==> src/assert_macros.svh <==
// Assertion macros used by the top-level RTL file.
`ifndef ASSERT_MACROS_SVH
`define ASSERT_MACROS_SVH
`ifndef SYNTHESIS
`define ASSERT_IMPLIES(label, clk, rst, a, b) \
  label: assert property (@(posedge clk) disable iff (rst) (a) |-> (b)) else $error("property violated");
`define ASSERT_NEXT(label, clk, rst, a, b) \
  label: assert property (@(posedge clk) disable iff (rst) (a) |=> (b)) else $error("property violated");
`else
`define ASSERT_IMPLIES(label, clk, rst, a, b)
`define ASSERT_NEXT(label, clk, rst, a, b)
`endif
`endif

==> src/nhrm_pkg.sv <==
// Package: constants and payload types for the nearest-hit block.
`default_nettype none
package nhrm_pkg;
  localparam int MAX_HITS_DEF = 16;
  localparam int OBJECT_COUNT_DEF = 256;

  typedef struct packed {
    logic signed [31:0] distance;
    logic [7:0] object_id;
    logic last;
  } in_item_t;

  typedef struct packed {
    logic hit;
    logic [30:0] near_distance;
    logic [7:0] near_object;
    logic [7:0] medium_before;
    logic [7:0] medium_after;
    logic overflow;
  } out_item_t;

  typedef enum logic [1:0] {
    ST_LOAD,
    ST_WALK,
    ST_AHEAD,
    ST_REPORT
  } state_t;
endpackage
`default_nettype wire

==> src/nhrm_cell.sv <==
// Store cell: one slot of the sorted negative-hit chain.
`default_nettype none
module nhrm_cell (
  input  wire logic clk,
  input  wire logic rst,
  input  wire logic clear,
  input  wire logic ins,
  input  wire logic shift,
  input  wire logic signed [31:0] new_dist,
  input  wire logic [7:0] new_obj,
  input  wire logic prev_valid,
  input  wire logic prev_gt,
  input  wire logic signed [31:0] prev_dist,
  input  wire logic [7:0] prev_obj,
  input  wire logic next_valid,
  input  wire logic [7:0] next_obj,
  output logic valid,
  output logic gt,
  output logic signed [31:0] slot_dist,
  output logic [7:0] obj
);
  // gt: this slot holds a larger distance than the new one, so it moves up
  assign gt = valid && (slot_dist > new_dist);

  always_ff @(posedge clk) begin
    if (rst || clear) begin
      valid <= 1'b0;
    end else if (ins) begin
      // fill the first empty slot; occupied slots stay occupied
      valid <= valid || prev_valid;
    end else if (shift) begin
      valid <= next_valid;
    end
  end

  always_ff @(posedge clk) begin
    if (ins) begin
      if (prev_gt) begin
        slot_dist <= prev_dist;
        obj       <= prev_obj;
      end else if (gt || (!valid && prev_valid)) begin
        slot_dist <= new_dist;
        obj       <= new_obj;
      end
    end else if (shift) begin
      obj <= next_obj;
    end
  end
endmodule
`default_nettype wire

==> src/nhrm_ctr.sv <==
// Container cell: one entry of the ordered container list.
`default_nettype none
module nhrm_ctr (
  input  wire logic clk,
  input  wire logic rst,
  input  wire logic clear,
  input  wire logic tog,
  input  wire logic [7:0] tog_obj,
  input  wire logic prev_hit,
  input  wire logic prev_valid,
  input  wire logic next_valid,
  input  wire logic [7:0] next_obj,
  output logic valid,
  output logic match_out,
  output logic [7:0] obj
);
  logic match_here;
  assign match_here = valid && (obj == tog_obj);
  // match_out: a match was found in this or an earlier entry
  assign match_out = prev_hit || match_here;

  always_ff @(posedge clk) begin
    if (rst || clear) begin
      valid <= 1'b0;
    end else if (tog) begin
      if (prev_valid && !valid) begin
        if (!prev_hit) valid <= 1'b1;
      end else if (match_out && valid) begin
        valid <= next_valid;
      end
    end
  end

  always_ff @(posedge clk) begin
    if (tog) begin
      if (prev_valid && !valid && !prev_hit) obj <= tog_obj;
      else if (match_out && valid) obj <= next_obj;
    end
  end
endmodule
`default_nettype wire

==> src/nearest_hit_refraction_media.sv <==
// Nearest-hit selection with refraction container tracking (top level).
// A last item starts the walk, which shifts the stored negative hits into the
// containers one store cell per cycle; the ahead and report states follow.
// Throughput: one item per cycle while loading; busy is high in the walk, ahead and report states.
// Reset (rst, synchronous) clears the store, containers and default_object.
// Results are held for one cycle under done; the receiver cannot stall.
`default_nettype none
module nearest_hit_refraction_media #(
  parameter int MAX_HITS = nhrm_pkg::MAX_HITS_DEF
) (
  input  wire logic clk,
  input  wire logic rst,
  input  wire logic start,
  output logic busy,
  input  wire nhrm_pkg::in_item_t in_item,
  output logic done,
  output nhrm_pkg::out_item_t out_item,
  input  wire logic cfg_valid,
  output logic cfg_ready,
  input  wire logic [7:0] cfg_data
);
  import nhrm_pkg::*;
  `include "assert_macros.svh"

  localparam int OBJECT_COUNT = OBJECT_COUNT_DEF;
  localparam int CW = MAX_HITS + 1;
  localparam int OBJ_MASK = OBJECT_COUNT - 1;

  state_t state, state_next;
  logic [7:0] default_object;
  logic accept, ins, walk_shift, tog, clear;
  logic signed [31:0] best_dist;
  logic [7:0] best_obj, tog_obj, med_before, innermost, obj_in;
  logic ahead_seen, dropped, ahead_tog;
  logic [MAX_HITS-1:0] s_valid, s_gt;
  logic signed [31:0] s_dist [MAX_HITS];
  logic [7:0] s_obj [MAX_HITS];
  logic [CW-1:0] c_valid, c_match;
  logic [7:0] c_obj [CW];

  assign obj_in = (OBJECT_COUNT >= 256) ? in_item.object_id
                                         : (in_item.object_id & 8'(OBJ_MASK));
  assign cfg_ready = !busy;
  assign accept = start && !busy;
  assign ins = accept && in_item.distance < 0 && !s_valid[MAX_HITS-1];
  assign walk_shift = (state == ST_WALK) && s_valid[0];
  assign ahead_tog = (state == ST_AHEAD) && ahead_seen;
  assign tog = walk_shift || ahead_tog;
  assign tog_obj = walk_shift ? s_obj[0] : best_obj;
  assign clear = (state == ST_REPORT);

  always_comb begin
    state_next = state;
    case (state)
      ST_LOAD:   if (accept && in_item.last) state_next = ST_WALK;
      ST_WALK:   if (!s_valid[0] || !ahead_seen) state_next = ST_AHEAD;
      ST_AHEAD:  state_next = ST_REPORT;
      ST_REPORT: state_next = ST_LOAD;
      default:   state_next = ST_LOAD;
    endcase
  end

  always_comb begin
    busy = (state != ST_LOAD);
  end

  always_ff @(posedge clk) begin
    if (rst) state <= ST_LOAD;
    else state <= state_next;
  end

  always_ff @(posedge clk) begin
    if (rst) default_object <= 8'd0;
    else if (cfg_valid && cfg_ready)
      default_object <= (OBJECT_COUNT >= 256) ? cfg_data : (cfg_data & 8'(OBJ_MASK));
  end

  // Track the nearest ahead hit and the drop flag while loading
  always_ff @(posedge clk) begin
    if (rst || clear) begin
      ahead_seen <= 1'b0;
      dropped <= 1'b0;
      best_dist <= '0;
      best_obj <= '0;
    end else if (accept) begin
      if (in_item.distance >= 0) begin
        if (!ahead_seen || in_item.distance < best_dist) begin
          best_dist <= in_item.distance;
          best_obj <= obj_in;
          ahead_seen <= 1'b1;
        end
      end else if (s_valid[MAX_HITS-1]) begin
        dropped <= 1'b1;
      end
    end
  end

  genvar g;
  generate
    for (g = 0; g < MAX_HITS; g++) begin : g_store
      nhrm_cell u_cell (
        .clk(clk), .rst(rst), .clear(clear), .ins(ins), .shift(walk_shift),
        .new_dist(in_item.distance), .new_obj(obj_in),
        .prev_valid((g == 0) ? 1'b1 : s_valid[(g == 0) ? 0 : g-1]),
        .prev_gt((g == 0) ? 1'b0 : s_gt[(g == 0) ? 0 : g-1]),
        .prev_dist(s_dist[(g == 0) ? 0 : g-1]),
        .prev_obj(s_obj[(g == 0) ? 0 : g-1]),
        .next_valid((g == MAX_HITS-1) ? 1'b0 : s_valid[(g == MAX_HITS-1) ? g : g+1]),
        .next_obj(s_obj[(g == MAX_HITS-1) ? g : g+1]),
        .valid(s_valid[g]), .gt(s_gt[g]), .slot_dist(s_dist[g]), .obj(s_obj[g])
      );
    end
    for (g = 0; g < CW; g++) begin : g_ctr
      nhrm_ctr u_ctr (
        .clk(clk), .rst(rst), .clear(clear), .tog(tog), .tog_obj(tog_obj),
        .prev_hit((g == 0) ? 1'b0 : c_match[(g == 0) ? 0 : g-1]),
        .prev_valid((g == 0) ? 1'b1 : c_valid[(g == 0) ? 0 : g-1]),
        .next_valid((g == CW-1) ? 1'b0 : c_valid[(g == CW-1) ? g : g+1]),
        .next_obj(c_obj[(g == CW-1) ? g : g+1]),
        .valid(c_valid[g]), .match_out(c_match[g]), .obj(c_obj[g])
      );
    end
  endgenerate

  // Innermost medium: newest open container, or the default when none is open
  always_comb begin
    innermost = default_object;
    for (int i = 0; i < CW; i++) begin
      if (c_valid[i]) innermost = c_obj[i];
    end
  end

  always_ff @(posedge clk) begin
    if (state == ST_AHEAD) med_before <= innermost;
  end

  always_ff @(posedge clk) begin
    if (rst) done <= 1'b0;
    else done <= clear;
  end

  always_ff @(posedge clk) begin
    if (clear) begin
      out_item.hit <= ahead_seen;
      out_item.near_distance <= ahead_seen ? best_dist[30:0] : 31'd0;
      out_item.near_object <= ahead_seen ? best_obj : 8'd0;
      out_item.medium_before <= ahead_seen ? med_before : 8'd0;
      out_item.medium_after <= ahead_seen ? innermost : 8'd0;
      out_item.overflow <= dropped;
    end
  end

  `ASSERT_IMPLIES(a_done_idle, clk, rst, done, state == ST_LOAD)
  `ASSERT_NEXT(a_clear_empty, clk, rst, clear, !s_valid[0] && !c_valid[0])
  `ASSERT_IMPLIES(a_no_ins_busy, clk, rst, busy, !ins)
endmodule
`default_nettype wire
==> config.mk <==
export PLATFORM = sky130hd
export DESIGN_NAME = nearest_hit_refraction_media
export DESIGN_NICKNAME = d
export VERILOG_FILES = /design/src/nhrm_pkg.sv /design/src/nhrm_cell.sv /design/src/nhrm_ctr.sv /design/src/nearest_hit_refraction_media.sv
export VERILOG_INCLUDE_DIRS = /design/src /design/src/src
export SDC_FILE = /design/constraint.sdc
export NUM_CORES = 2
export LEC_CHECK = 0
export BUFFER_PORTS_ARGS = -buffer_cell sky130_fd_sc_hd__buf_2
export CAP_MARGIN = 5
export CELL_PAD_IN_SITES_DETAIL_PLACEMENT = 0
export CELL_PAD_IN_SITES_GLOBAL_PLACEMENT = 1
export CORE_UTILIZATION = 38
export DETAILED_ROUTE_END_ITERATION = 12
export HOLD_SLACK_MARGIN = 0.1
export PLACE_DENSITY = 0.68
export SETUP_SLACK_MARGIN = 0.05
export SLEW_MARGIN = 20
export SYNTH_ARGS = -nofsm -noshare
export SYNTH_HDL_FRONTEND = slang
export SYNTH_SLANG_ARGS = --single-unit
==> constraint.sdc <==
create_clock -name clk -period 13.2 [get_ports clk]
set_input_delay 1.98 -clock clk [delete_from_list [all_inputs] [get_ports clk]]
set_output_delay 1.98 -clock clk [all_outputs]
set_load 0.02 [all_outputs]
---- After elaboration in Yosys (flattened, before gate mapping) ----
Index checks and enable logic that the tools add are counted.
word-level totals
  flip-flop bits (word level) ............. 927
  logic and storage cells ................. 717
  output and inout port bits .............. 60
cells by class
  order comparisons ....................... 19
  reductions and logical operators ........ 321
  equality and inequality tests ........... 54
  bitwise logic cells ..................... 1
  muxes and demuxes ....................... 226
operators by type and width
  operator             count
  $mux 32              30
  $mux 8               111
  $gt 32x32->1         16
  $eq 8x8->1           17
  $logic_and 1x1->1    104
  $reduce_and 2->1     49
  $reduce_bool 2->1    48
  $mux 1               82
  $reduce_and 3->1     18
  $logic_or 1x1->1     51
  $logic_not 1->1      50
  $ne 3x1->1 const B   13
  $ne 2x2->1 const B   19
  $ge 32x1->1 const B  1
  $lt 32x1->1 const B  1
  $lt 32x32->1         1
  $pmux 2 s4           1
  $eq 2x2->1 const B   2
  $mux 2               2
  $ne 3x2->1 const B   1
  $eq 2x1->1 const B   1
  $logic_not 2->1      1
  $ne 2x1->1 const B   1
  $not 1->1            1

---- Logic depth before layout (Yosys ltp) ----
  depth after elaboration ................. 24
  depth in mapped cells ................... 17

---- Modules after synthesis ----
A second synthesis with hierarchy kept.
second synthesis, totals
  cell total of the unflattened synthesis .. 5870
  area, all modules ....................... 58722.6 um^2
modules (own cells, without submodules)
  module                        seq. area each (um^2)  times used  area each (um^2)  cells an instance
  nhrm_cell                     1221.2                 16          2648.8            271
  nhrm_ctr                      260.2                  17          516.7             39
  nearest_hit_refraction_media  3012.9                 1           7557.2            871

---- Worst setup path before layout ----
Ideal clock, no wire load.
  path kind ............................... input to register
  start point ............................. input port in_item[34] in the netlist's numbering
  end point ............................... register g_store[3].u_cell.slot_dist[0], enable pin
  library setup time ...................... 0.441 ns
  path buffers ............................ 3
  path slack .............................. 6.209 ns
  data arrival time ....................... 6.551 ns
  stages on the path ...................... 13
  cell sequence ........................... inv_1 clkbuf_1 ha_1 a21o_1 a21o_1 a221o_1 nand2_1 o311ai_0 or3_1 a21o_1 clkbuf_1 clkbuf_1 a31oi_1
on the way
  longest elaborated chain between the ends .. 5
  elaborated cells on any way between the ends .. 10
  classes of those cells .................. 3 x order compare; 7 x reduce/logical
ends and longest elaborated chain
  element                                line                                source
  from (decl)                            nearest_hit_refraction_media.sv:15  input wire nhrm_pkg::in_item_t in_item,
  $gt 32x32->1                           nhrm_cell.sv:23                     assign gt = valid && (slot_dist > new_dist);
  $logic_and 1x1->1                      nhrm_cell.sv:23
  $logic_or 1x1->1                       nhrm_cell.sv:41                     end else if (gt || (!valid && prev_valid)) begin
  $reduce_bool 2->1 (no source line)     --
  $reduce_and 2->1 (no source line) (*)  --
  to (signal assigned)                   nhrm_cell.sv:39                     slot_dist <= prev_dist;
  to (signal assigned)                   nhrm_cell.sv:42                     slot_dist <= new_dist;
  to (decl)                              nhrm_cell.sv:19                     output logic signed [31:0] slot_dist,
Mark *: on every way between the ends. The rest lies on a longest branch, timed or not.
A chain may end at the register's enable or synchronous reset.

---- Worst setup path after layout ----
  start point ............................. input port in_item[29] in the netlist's numbering
  end point ............................... register g_store[14].u_cell.obj[5], enable pin
on the way
  longest elaborated chain between the ends .. 5
  elaborated cells on any way between the ends .. 11
  classes of those cells .................. 3 x order compare; 1 x eq/ne; 7 x reduce/logical
ends and longest elaborated chain
  element                                                           line                                                 source
  $lt 32x1->1 or $gt 32x32->1 (tied branches)                       nearest_hit_refraction_media.sv:45, nhrm_cell.sv:23
  $logic_and 1x1->1, on equally long branches                       nearest_hit_refraction_media.sv:45, nhrm_cell.sv:23
  $logic_and 1x1->1 or $logic_or 1x1->1 (tied branches)             nearest_hit_refraction_media.sv:45, nhrm_cell.sv:41
  $ne 3x1->1 (no source line) or $reduce_bool 2->1 (tied branches)  --
  $reduce_and 2->1 (no source line) (*)                             --
  to (signal assigned)                                              nhrm_cell.sv:40                                      obj <= prev_obj;
  to (signal assigned)                                              nhrm_cell.sv:43                                      obj <= new_obj;
  to (signal assigned)                                              nhrm_cell.sv:46                                      obj <= next_obj;
  to (decl)                                                         nhrm_cell.sv:20                                      output logic [7:0] obj
Marks and branches as above.

==> metrics.md <==
| Metric | Value |
|---|---|
| Status | completed |
| Number of routed nets with antenna violations | 0 |
| Tmin final | 5.823 ns |
| Power share of the sequential group | about 43% |
| Critical-path top delay cell | o31a_2 |
| Cts hold-fix bufs | 0 |
| Cell family with most CP delay | compound AO/OA/AOI/OAI gates |
| H-Tree Depth | 3 |
| Via count | about 39000 |
| WP buf/inv | 3 |
| Post-synthesis sequential area ratio | between 40% and 50% |
| MaxCap Viol Count | 0 |
| Syn nets | between 5000 and 6000 |
| Worst-path clk slew | roughly 0.06 ns |
| Critical path cell sequence | buf_2 > inv_1 > buf_4 > ha_1 > and4_1 > a2111oi_0 > a21oi_1 > a41o_1 > or3_1 > a21oi_4 > o31a_2 > a21o_1 |
| Lkg Pwr | between 20 and 25 nW |
| Clk buf depth | 3 |
| Worst path required time | between 10 and 15 ns |
| GRT Total Usage | between 20% and 30% |
| Remaining DRCs | 0 |
| Dpl hpwl | ~120 mm |
| Largest net degree at the start of global routing | 96 |
| Worst setup EP type | flop |
| Pwr dens | roughly 150 nW/um^2 |
| RSZ-0062 raised after global routing | no |
| Die Y | around 380 microns |
| Worst-path fanout max | 33 |
| Critical setup path kind | in -> reg |
| Initial antenna violation count | 6 |
| Multi-input logic area | ~25000 sq um |
| Fraction of layout cells with a size suffix above 1 | between 10% and 20% |
| FF/Latch Area | 26020 sq um |
| Final RePlAce weighted congestion | about 0.88 |
| Via count of the first global-routing pass | about 38000 |
| Final setup fails | 0 |
| Root buf cell | clkbuf_16 |
| Final Skew | about 0.053 ns |
| Area Growth Syn to Fin | 11.30% |
| # resized after CTS | 0 |
| Width of the chip | 375.5 microns |
| DR vias/cell | between 5 and 6 |
| Final hold vios | 0 |
| Worst Path Arrival | approximately 6.2 ns |
| Fill cells | between 10000 and 15000 |
| Gr ovfl total | 0 |
| Met1 Routed Length | between 70 and 80 mm |
| Core Footprint | ~140000 sq um |
| Clock share of power | 33.2% |
| Met2 routed WL | 70.15 mm |
| Max VDD drop | between 0.09 and 0.1 mV |
| Row count | around 140 |
| Ys flop type | edfxtp_1 |
| Pint | approximately 5.9 mW |
| CTS Buf Count | approximately 100 |
| HP Class | reg -> reg |
| Startpoint Class | primary input |
| Die Area | 141000 sq um |
| Post-CTS Repair Setup Buffers | 0 |
| Post-synth EDFFs | between 800 and 900 |
| DR WL met3 | between 10 and 15 mm |
| Crit path largest cell delay | 0.85 ns |
| CTS tree | yes |
| Asr flop ratio synth | 0% |
| Slew Viols, Final | 0 |
| Period utilisation layout | roughly 44% |
| I/O pin count | approximately 110 |
| DR top layer | met4 |
| IO buf count | about 110 |
| Wire length of the first global-routing pass | around 240 mm |
| #FFs+latches synth | just under 900 |
| WL final | between 150 and 200 mm |
| DRT iter0 DRCs | approximately 3700 |
| Skew-Pair Late Insertion Delay | roughly 0.74 ns |
| Comb pwr share | around a quarter |
| Core Util, Final | 42.75% |
| Sw Share | about 32% |
| Relative slew slack | slightly above 30% |
| Yosys cell types | 88 |
| Avg Inst Size Synth | approximately 11 sq um |
| Synthesized instance count | 4960 |
| Routed length per instance | about 23 microns |
| Setup TNS | 0 ns |
| Post-Syn Area | around 53000 sq um |
| P_sw | roughly 2.8 mW |
| Clk sinks | about 900 |
| Initial Util | roughly 38% |
| Nets | between 5000 and 6000 |
| Fmax | roughly 0.17 GHz |
| Drt pass-1 iters | 6 |
| Yosys warning total | 0 |
| Worst-margin pin slew | 1.039 ns |
## worst paths after layout
path | cells past startpoint | slack, ns | end | start
max | 12 | 7.38 | g_store[14].u_cell.obj[5]$_DFFE_PP_ | in_item[29]
min | 2 | 0.48 | default_object[5]$_SDFFE_PP0P_ | default_object[5]$_SDFFE_PP0P_
min reg2reg | 2 | 0.48 | default_object[5]$_SDFFE_PP0P_ | default_object[5]$_SDFFE_PP0P_
max reg2reg | 13 | 7.96 | g_ctr[11].u_ctr.obj[3]$_DFFE_PP_ | state[1]$_SDFFE_PP0P_
## worst register-to-register path: cells and delay by family, from the launching register on
family | cells | cell delay, ns
AND/OR/NAND/NOR | 5 | 1.72
AO/OA/AOI/OAI | 3 | 1.46
buffers and inverters | 4 | 1.08
flip-flops | 1 | 0.42
adder cells (fa/ha/maj) | 1 | 0.19
## cells by family (layout without fill, tap and decap cells)
| family | count (synthesis) | in the layout | share of synthesized area, % |
|---|---|---|---|
| muxes | 255 | 255 | 5.354 |
| buffers and inverters | 480 | 578 | 3.583 |
| and+or+nand+nor | 1366 | 1366 | 12.37 |
| adders and majority gates | 515 | 515 | 12.16 |
| AOI/OAI and AO/OA | 1338 | 1338 | 15.62 |
| other | 0 | 4 | 0 |
| xor gates and xnor gates | 111 | 111 | 1.834 |
| DFF | 895 | 895 | 49.08 |
## registers in the layout, indices dropped and copies added (netlist names)
register,flops
out_item,57
g_store.u_cell.slot_dist,480
g_store.u_cell.valid,16
g_ctr.u_ctr.obj,136
state,2
done,1
best_dist,32
best_obj,8
g_ctr.u_ctr.valid,17
med_before,8
default_object,8
ahead_seen,1
g_store.u_cell.obj,128
dropped,1
## per-layer routing
layer | vias to the layer above | track usage, %
met3 | 216 | 3.074
met4 | 0 | 6.284
met5 | - | 0
li1 | 18710 | -
met2 | 1287 | 34.59
met1 | 19170 | 32.61
## cell usage in the layout, fill, tap and decap left out, types with 26 or more instances in the layout
cell         n
o211ai_1   104
clkinv_1    26
and3_1      28
ha_1       514
nand3_1    178
a21oi_1    283
buf_2      112
mux2_2     194
nor4_1      28
clkbuf_16  106
nor3_1      45
a211oi_1    31
buf_4       95
and2_1      64
xnor2_1     79
nor2_1     127
a21o_1     114
dfxtp_1     85
nand4_1     99
nand2_1    618
mux2i_1     54
o31ai_1     42
edfxtp_1   809
inv_1      173
xor2_1      32
nand2b_1    37
nor2b_1     49
o21ai_0    509
a221oi_1    31
## Yosys cell counts (all sizes together), types with 55 or more instances
cell	n	share of area [%]
dfxtp	86	3.2
o211ai	104	1.5
nor2	144	1.1
nand4	99	1.2
clkbuf	246	1.7
ha	515	12
a21o	115	1.6
inv	176	1.2
xnor2	79	1.3
mux2	200	4.3
and2	66	0.78
o21ai	517	4.9
mux2i	55	1.1
nand2	620	4.4
buf	57	0.59
edfxtp	809	46
nand3	179	1.7
a21oi	288	2.7
## metrics by stage
step	power (mW)	worst slack (ns)	std cells	hold WS [ns]	instance area, sq um
3_5_place_dp	5.816	6.349	6727	0.4614	55640
3_3_place_gp	5.790	6.471	6727	0.4619	55640
6_report	8.657	7.377	6925	0.4753	58990
2_1_floorplan	5.081	6.209	4960	0.4091	53000
4_1_cts	8.701	7.087	6921	0.4842	58980
5_1_grt	9.057	7.067	6921	0.4903	58980
## cell type report
type / count / share of cell area (%)
well taps: 1863 / 3.951
multi-input cells: 3585 / 42.98
inverters: 177 / 1.126
clock inverters: 61 / 0.9438
clock buffers: 133 / 4.719
flip-flops and latches: 895 / 44.10
diodes: 4 / 0.01697
repair buffers: 207 / 2.159
## power groups by stage
stage          sequential (mW)  combinational [mW]  clock [mW]
6_report                  3.73                2.06        2.87
5_1_grt                   3.76                2.27        3.03
4_1_cts                   3.72                2.05        2.93
3_5_place_dp              3.78                2.04           0
3_3_place_gp              3.78                2.01           0
2_1_floorplan             3.70                1.38           0
Power figures use the tool's default switching activity.
